## src/rtl/core/lpr_pkg.sv

```systemverilog
// ----------------------------------------------------------------------------
// lpr_pkg
// shared types, codes and constants of the longest prefix router lookup
// ----------------------------------------------------------------------------
package lpr_pkg;

  localparam int LPR_TABLE_ENTRIES = 64;
  localparam int LPR_MAX_ROUTERS   = 16;

  localparam int ADDR_W   = 32;
  localparam int ROUTER_W = 4;
  localparam int ACTION_W = 2;
  localparam int STATUS_W = 3;
  localparam int PLEN_W   = 6;
  localparam int RCOUNT_W = 5;

  localparam logic [RCOUNT_W-1:0] RCOUNT_RESET = RCOUNT_W'(16);
  localparam logic [PLEN_W-1:0]   PLEN_FULL    = PLEN_W'(ADDR_W);

  localparam logic [ACTION_W-1:0] ACT_ADD    = 2'd0;
  localparam logic [ACTION_W-1:0] ACT_DELETE = 2'd1;
  localparam logic [ACTION_W-1:0] ACT_LPM    = 2'd2;
  localparam logic [ACTION_W-1:0] ACT_EXACT  = 2'd3;

  localparam logic [STATUS_W-1:0] STATUS_OK          = 3'd0;
  localparam logic [STATUS_W-1:0] STATUS_DUPLICATE   = 3'd1;
  localparam logic [STATUS_W-1:0] STATUS_NOT_FOUND   = 3'd2;
  localparam logic [STATUS_W-1:0] STATUS_TABLE_FULL  = 3'd3;
  localparam logic [STATUS_W-1:0] STATUS_BAD_ROUTER  = 3'd4;
  localparam logic [STATUS_W-1:0] STATUS_SAME_ROUTER = 3'd5;
  localparam logic [STATUS_W-1:0] STATUS_NO_DEVICES  = 3'd6;

  typedef struct packed {
    logic                valid;
    logic [ADDR_W-1:0]   address;
    logic [ROUTER_W-1:0] owner;
  } entry_t;

  typedef struct packed {
    logic                any;
    logic [PLEN_W-1:0]   best_len;
    logic [ROUTER_W-1:0] best_owner;
    logic                exact_hit;
    logic [ROUTER_W-1:0] exact_owner;
    logic                free_hit;
  } match_t;

endpackage

```

## src/rtl/core/lpr_table.sv

```systemverilog
// ----------------------------------------------------------------------------
// lpr_table
// entry memory, one write port and one registered read port
// ----------------------------------------------------------------------------
module lpr_table
  import lpr_pkg::*;
#(
  parameter int TABLE_ENTRIES = LPR_TABLE_ENTRIES,
  localparam int IW = (TABLE_ENTRIES > 1) ? $clog2(TABLE_ENTRIES) : 1
) (
  input  logic          clk,
  input  logic          wr_en,
  input  logic [IW-1:0] wr_addr,
  input  entry_t        wr_data,
  input  logic          rd_en,
  input  logic [IW-1:0] rd_addr,
  output entry_t        rd_data
);

  entry_t mem [TABLE_ENTRIES];

  always_ff @(posedge clk) begin
    if (wr_en) begin
      mem[wr_addr] <= wr_data;
    end
    if (rd_en) begin
      rd_data <= mem[rd_addr];
    end
  end

endmodule

```

## src/rtl/core/lpr_match.sv

```systemverilog
// ----------------------------------------------------------------------------
// lpr_match
// shared compare unit: prefix length, exact match and free slot per entry,
// folded into running best values over the scan
// ----------------------------------------------------------------------------
module lpr_match
  import lpr_pkg::*;
#(
  parameter int TABLE_ENTRIES = LPR_TABLE_ENTRIES,
  localparam int IW = (TABLE_ENTRIES > 1) ? $clog2(TABLE_ENTRIES) : 1
) (
  input  logic                clk,
  input  logic                rst,
  input  logic                start,
  input  logic                chk_valid,
  input  logic [IW-1:0]       chk_idx,
  input  entry_t              entry,
  input  logic [ADDR_W-1:0]   key,
  input  logic [RCOUNT_W-1:0] rc,
  output match_t              result,
  output logic [IW-1:0]       exact_idx,
  output logic [IW-1:0]       free_idx
);

  logic              visible;
  logic [ADDR_W-1:0] diff;
  logic [PLEN_W-1:0] plen;
  logic              better;
  logic              exact_better;

  always_comb begin
    diff = key ^ entry.address;
    plen = PLEN_FULL;
    for (int i = 0; i < ADDR_W; i++) begin
      if (diff[i]) begin
        plen = PLEN_W'(ADDR_W - 1 - i);
      end
    end
    visible = entry.valid && ({1'b0, entry.owner} < rc);
    better = visible && (!result.any || plen > result.best_len ||
             (plen == result.best_len && entry.owner < result.best_owner));
    exact_better = visible && (entry.address == key) &&
                   (!result.exact_hit || entry.owner < result.exact_owner);
  end

  always_ff @(posedge clk) begin
    if (rst || start) begin
      result.any       <= 1'b0;
      result.exact_hit <= 1'b0;
      result.free_hit  <= 1'b0;
    end else if (chk_valid) begin
      if (better) begin
        result.any        <= 1'b1;
        result.best_len   <= plen;
        result.best_owner <= entry.owner;
      end
      if (exact_better) begin
        result.exact_hit   <= 1'b1;
        result.exact_owner <= entry.owner;
        exact_idx          <= chk_idx;
      end
      if (!entry.valid && !result.free_hit) begin
        result.free_hit <= 1'b1;
        free_idx        <= chk_idx;
      end
    end
  end

endmodule

```

## src/rtl/core/longest_prefix_router_lookup.sv

```systemverilog
// ----------------------------------------------------------------------------
// longest_prefix_router_lookup
// one beat at a time: s_tready stays low from an accepted input beat until
//   its result beat is registered, as the single table read port and the
//   one compare unit visit each entry in turn
// reset: a clearing pass writes every table entry to zero, s_tready low meanwhile
// ----------------------------------------------------------------------------
module longest_prefix_router_lookup
  import lpr_pkg::*;
#(
  parameter int TABLE_ENTRIES = LPR_TABLE_ENTRIES
) (
  input  logic                clk,
  input  logic                rst,
  input  logic                cfg_wr_en,
  input  logic [RCOUNT_W-1:0] cfg_wr_data,
  input  logic                s_tvalid,
  output logic                s_tready,
  input  logic [39:0]         s_tdata,  // action[1:0], address[33:2], router[37:34]
  output logic                m_tvalid,
  input  logic                m_tready,
  output logic [15:0]         m_tdata   // status[2:0], found_router[6:3], prefix_length[12:7]
);

  localparam int IW = (TABLE_ENTRIES > 1) ? $clog2(TABLE_ENTRIES) : 1;
  localparam int CW = $clog2(TABLE_ENTRIES + 1);

  localparam logic [1:0] ST_CLEAR  = 2'd0;
  localparam logic [1:0] ST_IDLE   = 2'd1;
  localparam logic [1:0] ST_SCAN   = 2'd2;
  localparam logic [1:0] ST_DECIDE = 2'd3;

  logic [1:0]          state;
  logic [RCOUNT_W-1:0] router_count;
  logic [RCOUNT_W-1:0] rc;
  logic [ACTION_W-1:0] op_action;
  logic [ADDR_W-1:0]   op_address;
  logic [ROUTER_W-1:0] op_router;
  logic [CW-1:0]       cnt;
  logic                chk_pending;
  logic [IW-1:0]       chk_idx;

  logic [STATUS_W-1:0] out_status;
  logic [ROUTER_W-1:0] out_router;
  logic [PLEN_W-1:0]   out_plen;

  logic                accept;
  logic                issue;
  logic                can_out;
  logic                finish;

  entry_t              rd_data;
  match_t              match;
  logic [IW-1:0]       exact_idx;
  logic [IW-1:0]       free_idx;

  logic [STATUS_W-1:0] dec_status;
  logic [ROUTER_W-1:0] dec_router;
  logic [PLEN_W-1:0]   dec_plen;
  logic                dec_we;
  logic [IW-1:0]       dec_addr;
  entry_t              dec_data;
  logic                rc_bad;

  logic                wr_en;
  logic [IW-1:0]       wr_addr;
  entry_t              wr_data;

  assign rc = (9'(router_count) > 9'(LPR_MAX_ROUTERS)) ? RCOUNT_W'(LPR_MAX_ROUTERS)
                                                       : router_count;

  assign s_tready = (state == ST_IDLE);
  assign accept   = s_tvalid && s_tready;
  assign issue    = (state == ST_SCAN) && (cnt != CW'(TABLE_ENTRIES));
  assign can_out  = !m_tvalid || m_tready;
  assign finish   = (state == ST_DECIDE) && can_out;
  assign m_tdata  = {3'b000, out_plen, out_router, out_status};

  always_comb begin
    rc_bad     = ({1'b0, op_router} >= rc);
    dec_status = STATUS_OK;
    dec_router = '0;
    dec_plen   = '0;
    dec_we     = 1'b0;
    dec_addr   = free_idx;
    dec_data   = '{valid: 1'b1, address: op_address, owner: op_router};
    case (op_action)
      ACT_ADD: begin
        if (rc_bad) begin
          dec_status = STATUS_BAD_ROUTER;
        end else if (match.exact_hit) begin
          dec_status = STATUS_DUPLICATE;
        end else if (match.free_hit) begin
          dec_we = 1'b1;
        end else begin
          dec_status = STATUS_TABLE_FULL;
        end
      end
      ACT_DELETE: begin
        if (match.exact_hit) begin
          dec_router = match.exact_owner;
          dec_plen   = PLEN_FULL;
          dec_we     = 1'b1;
          dec_addr   = exact_idx;
          dec_data   = '{valid: 1'b0, address: op_address, owner: match.exact_owner};
        end else begin
          dec_status = STATUS_NOT_FOUND;
        end
      end
      ACT_LPM: begin
        if (rc_bad) begin
          dec_status = STATUS_BAD_ROUTER;
        end else if (!match.any) begin
          dec_status = STATUS_NO_DEVICES;
        end else begin
          dec_router = match.best_owner;
          dec_plen   = match.best_len;
          if (match.best_owner == op_router) begin
            dec_status = STATUS_SAME_ROUTER;
          end
        end
      end
      default: begin
        if (rc_bad) begin
          dec_status = STATUS_BAD_ROUTER;
        end else if (!match.exact_hit) begin
          dec_status = STATUS_NOT_FOUND;
        end else begin
          dec_router = match.exact_owner;
          dec_plen   = PLEN_FULL;
          if (match.exact_owner == op_router) begin
            dec_status = STATUS_SAME_ROUTER;
          end
        end
      end
    endcase
  end

  always_comb begin
    if (state == ST_CLEAR) begin
      wr_en   = 1'b1;
      wr_addr = cnt[IW-1:0];
      wr_data = '0;
    end else begin
      wr_en   = finish && dec_we;
      wr_addr = dec_addr;
      wr_data = dec_data;
    end
  end

  always_ff @(posedge clk) begin
    if (rst) begin
      state        <= ST_CLEAR;
      cnt          <= '0;
      chk_pending  <= 1'b0;
      m_tvalid     <= 1'b0;
      router_count <= RCOUNT_RESET;
    end else begin
      if (cfg_wr_en) begin
        router_count <= cfg_wr_data;
      end
      chk_pending <= issue;
      if (finish) begin
        m_tvalid <= 1'b1;
      end else if (m_tvalid && m_tready) begin
        m_tvalid <= 1'b0;
      end
      case (state)
        ST_CLEAR: begin
          cnt <= cnt + 1'b1;
          if (cnt == CW'(TABLE_ENTRIES - 1)) begin
            state <= ST_IDLE;
          end
        end
        ST_IDLE: begin
          if (accept) begin
            cnt   <= '0;
            state <= ST_SCAN;
          end
        end
        ST_SCAN: begin
          if (issue) begin
            cnt <= cnt + 1'b1;
          end else if (!chk_pending) begin
            state <= ST_DECIDE;
          end
        end
        ST_DECIDE: begin
          if (can_out) begin
            state <= ST_IDLE;
          end
        end
        default: begin
          state <= ST_IDLE;
        end
      endcase
    end
  end

  always_ff @(posedge clk) begin
    chk_idx <= cnt[IW-1:0];
    if (accept) begin
      op_action  <= s_tdata[1:0];
      op_address <= s_tdata[33:2];
      op_router  <= s_tdata[37:34];
    end
    if (finish) begin
      out_status <= dec_status;
      out_router <= dec_router;
      out_plen   <= dec_plen;
    end
  end

  lpr_table #(
    .TABLE_ENTRIES(TABLE_ENTRIES)
  ) u_table (
    .clk     (clk),
    .wr_en   (wr_en),
    .wr_addr (wr_addr),
    .wr_data (wr_data),
    .rd_en   (issue),
    .rd_addr (cnt[IW-1:0]),
    .rd_data (rd_data)
  );

  lpr_match #(
    .TABLE_ENTRIES(TABLE_ENTRIES)
  ) u_match (
    .clk       (clk),
    .rst       (rst),
    .start     (accept),
    .chk_valid (chk_pending),
    .chk_idx   (chk_idx),
    .entry     (rd_data),
    .key       (op_address),
    .rc        (rc),
    .result    (match),
    .exact_idx (exact_idx),
    .free_idx  (free_idx)
  );

endmodule
```

## config.mk

```make
export PLATFORM = sky130hd
export DESIGN_NAME = longest_prefix_router_lookup
export DESIGN_NICKNAME = d
export VERILOG_FILES = /design/src/rtl/core/lpr_pkg.sv /design/src/rtl/core/lpr_table.sv /design/src/rtl/core/lpr_match.sv /design/src/rtl/core/longest_prefix_router_lookup.sv
export SDC_FILE = /design/constraint.sdc
export NUM_CORES = 2
export LEC_CHECK = 0
export BUFFER_PORTS_ARGS = -buffer_cell sky130_fd_sc_hd__buf_2
export CORE_AREA = 5 5 425 427
export DETAILED_ROUTE_END_ITERATION = 12
export DIE_AREA = 0 0 430 432
export HOLD_SLACK_MARGIN = 0.12
export PLACE_DENSITY_LB_ADDON = 0.05
export SYNTH_ARGS = -nofsm -noshare
export SYNTH_HDL_FRONTEND = slang
export SYNTH_SLANG_ARGS = --single-unit
export TNS_END_PERCENT = 10
```

## constraint.sdc

```tcl
create_clock -name clk -period 5.8 [get_ports clk]
set_clock_uncertainty 0.2 [all_clocks]
set_input_delay 0.58 -clock clk [delete_from_list [all_inputs] [get_ports clk]]
set_output_delay 0.58 -clock clk [all_outputs]
set_load 0.05 [all_outputs]
```

==> impl_metrics.yaml <==
status:
  status: "finished clean"
drt:
  drt_iter0_drc: 4843
  viasPerCell: 6.30
  wire_per_inst_um: 32.6
  route.vias.total: 44280
  routed_wl_um: 229000
  drt-pass1-iter-count: 6
  antenna_left: 0
  drc: 0
floorplanning:
  die_area_mm2: 0.186
  start_util_pct: 54.9
  num_rows: 154
  core_mm2: 0.176
  ios: 68
  fp.dieH_um: 432
  die_x_um: 430
logic_synthesis:
  synthTopCellsByArea: "edfxtp_1 77%, mux4_2 16%, mux2i_1 0.54%"
  ys_warn_count: 0
  synth_area_per_cell_um2: 23.2
  synth_top_area_share_pct: 77.3
  synth.distinct_cells: 54
  ys.flop_type: "edfxtp_1"
  ys_seq_area_share_pct: 77.8
  synth_area_mm2: 0.0964
  synthArstFlopShare_pct: 0
  syn_inst: 4153
  synth_edf_count: 2482
  synth-seq-cells: 2507
  yosysTopAreaCell: "edfxtp_1"
critical_path:
  required_ns: 6.16
  slowest_stage: "nor2_4"
  crit_path_start_kind: "flip-flop"
  r2r_cells: 10
  crit_path_max_incr_delay_ns: 0.83
  arrival_ns: 4.81
  cp.depth: 10
  path_delay_family: "simple AND/OR/NAND/NOR gates"
  crit_path_frequent_cell: "a21o_1"
  critPathBufInv: 1
  crit_fanout: 15
  cp_cell_sequence: "nor2b_1, ha_1, nand2b_1, a21o_1, a21o_1, a21o_1, a21oi_1, nand2_1, nor2_4, buf_4"
  end_kind: "flip-flop"
  critical_path_class: "flip-flop to flip-flop"
cells_and_area:
  final_nets: 4593
  syn2layout_area_growth_pct: 13.9
  finish.utilization_pct: 62.5
  register_area_mm2: 0.0751
  fillers: 11937
  finish.instance_area_mm2: 0.110
  drive_gt1_share_pct: 29.9
  multi_input_area_mm2: 0.0210
global_routing:
  grt_max_degree: 118
  grt_pass1_wl_um: 330000
  grt_pass1_vias: 45159
  grt_antenna_before_repair: 7
  grt_util_all_layers_pct: 24.9
  overflow: 0
placement:
  placed_area_mm2: 0.101
  place.gp.congestion: 0.844
  io_buffers: 62
  dp_hpwl_um: 133000
power_and_ir_drop:
  p_leak_nw: 30.6
  power_mw: 37.2
  ir_drop_mv: 0.274
  power_density_mw_per_mm2: 339
cts:
  cts_buffers: 275
  clk_path_buf_depth: 4
  root_buffer: "clkbuf_16"
  tritoncts: "built"
  clkLatencyLatePin_ns: 0.90
  clock-sinks: 2507
  cts-htree-levels: 5
  clkTransAtPathRegs_ns: 0.06
timing:
  relSlewSlack_pct: 24.0
  hold_viol_final: 0
  tns_ns: 0
  finalCriticalPeriod_ns: 4.45
  tightest_slew_ns: 1.14
  timing.fmax_mhz: 225
  grt_setup_unrepaired: "false"
  drv_slew: 0
  period_share_pct: 76.7
  timing.final.setup_violations: 0
  holdWs_ns: 0.202
worst_hold_path:
  hold_path.class: "input pin to flip-flop"
  hold_depth: 2
job:
  cap_violations: 0
[synth_stat cells (7+ instances only)]
library cell	instances
and3_1	7
nor3_1	10
a31oi_1	9
o211ai_1	8
xnor2_1	14
nor2b_1	52
a22oi_1	42
o21ai_0	29
buf_4	24
buf_2	69
ha_1	26
mux2i_1	52
mux4_2	700
clkbuf_1	80
a21o_1	11
xor2_1	34
inv_1	26
o22ai_1	27
buf_1	26
edfxtp_1	2482
a211oi_1	15
nand3_1	17
nor4_1	8
nor2_1	136
and2_1	7
a221oi_1	9
nand2_1	74
buf_6	12
dfxtp_1	25
nand2b_1	27
a21oi_1	48
[cell families (layout without fill, tap and decap cells)]
family                   after synthesis  after routing  share of synthesized area, %
other                                  1              5                       0.00389
adder cells (fa/ha/maj)               26             26                         0.337
buffers and inverters                237            769                          1.20
multiplexers                         755            755                          16.9
AND/OR/NAND/NOR                      352            352                          1.71
flip-flops                          2507           2507                          77.8
XOR/XNOR                              48             48                         0.436
AO/OA/AOI/OAI                        227            227                          1.57
[final cells by class]
class                           instances  share of cell area (%)
Timing Repair Buffer                  296                    2.29
Clock inverter                         96                   0.786
Antenna cell                            2                 0.00456
Inverter                               26                  0.0888
Tap cell                             2340                    2.66
Clock buffer                          351                    6.71
Sequential cell                      2507                    68.3
Multi-Input combinational cell       1411                    19.2
[sequential cells by signal (all words and copies together), names as in the netlist, 7 cells and up]
signal and cells:
u_match.result 17, op_address 32, cnt 7, u_table.rd_data 37, u_table.mem 2368
[worst register-to-register path, stage by stage, from the launching register on]
cell and delay (ns):
dfxtp_1 0.50, nor2b_1 0.09, ha_1 0.27, nand2b_1 0.14, a21o_1 0.17, a21o_1 0.18, a21o_1 0.20, a21oi_1 0.40
nand2_1 0.75, nor2_4 0.85, buf_4 0.38
[repair_timing]
action	CTS	global route
hold buffers	55	0
hold endpoints to repair	57	0
resized for setup	0	0
setup buffers	0	0
[stage by stage]
stage / std cells / setup WS [ns]
after global routing: 7027 / 1.17
final: 7029 / 1.35
after CTS: 7027 / 1.37
after floorplan: 4155 / 1.66
after global placement: 6525 / 1.37
after detailed placement: 6525 / 1.36
[worst paths after layout]
check / start / endpoint / slack (ns)
worst max-delay path: router_count[4] / u_table.mem[45][0] / 1.35
worst min-delay path: s_tdata[10] / op_address[8] / 0.20
worst max register to register: router_count[4] / u_table.mem[45][0] / 1.35
worst min register to register: chk_idx[2] / u_match.exact_idx[2] / 0.23
[routing by layer]
metal  global-route usage, %  vias to the layer above  wire, µm
met5                       0                        -         0
met4                    6.86                        0      6390
met3                    5.52                      363     18100
met2                    38.6                     1706    109000
met1                    36.4                    23837     95500
li1                        -                    18374         -
[where the power goes]
part / switching (mW) / total, mW / internal [mW] / leakage [nW]
clock: 6.60 / 16.2 / 9.61 / 4.00
combinational: 0.760 / 1.27 / 0.509 / 6.50
sequential: 0.0434 / 19.8 / 19.7 / 20.1
[cells in the final DEF (no fill, tap or decap), types with 29 or more instances in the layout]
| master | instances |
|---|---|
| nand2_1 | 74 |
| nor2_1 | 68 |
| nor2_4 | 66 |
| o21ai_0 | 29 |
| clkbuf_1 | 65 |
| clkbuf_16 | 283 |
| dlygate4sd3_1 | 55 |
| mux4_2 | 700 |
| clkinv_1 | 44 |
| buf_4 | 154 |
| nor2b_4 | 32 |
| buf_2 | 62 |
| a22oi_1 | 42 |
| edfxtp_1 | 2482 |
| a21oi_1 | 44 |
| xor2_1 | 34 |
| mux2i_1 | 52 |
Power figures use the tool's default switching activity.
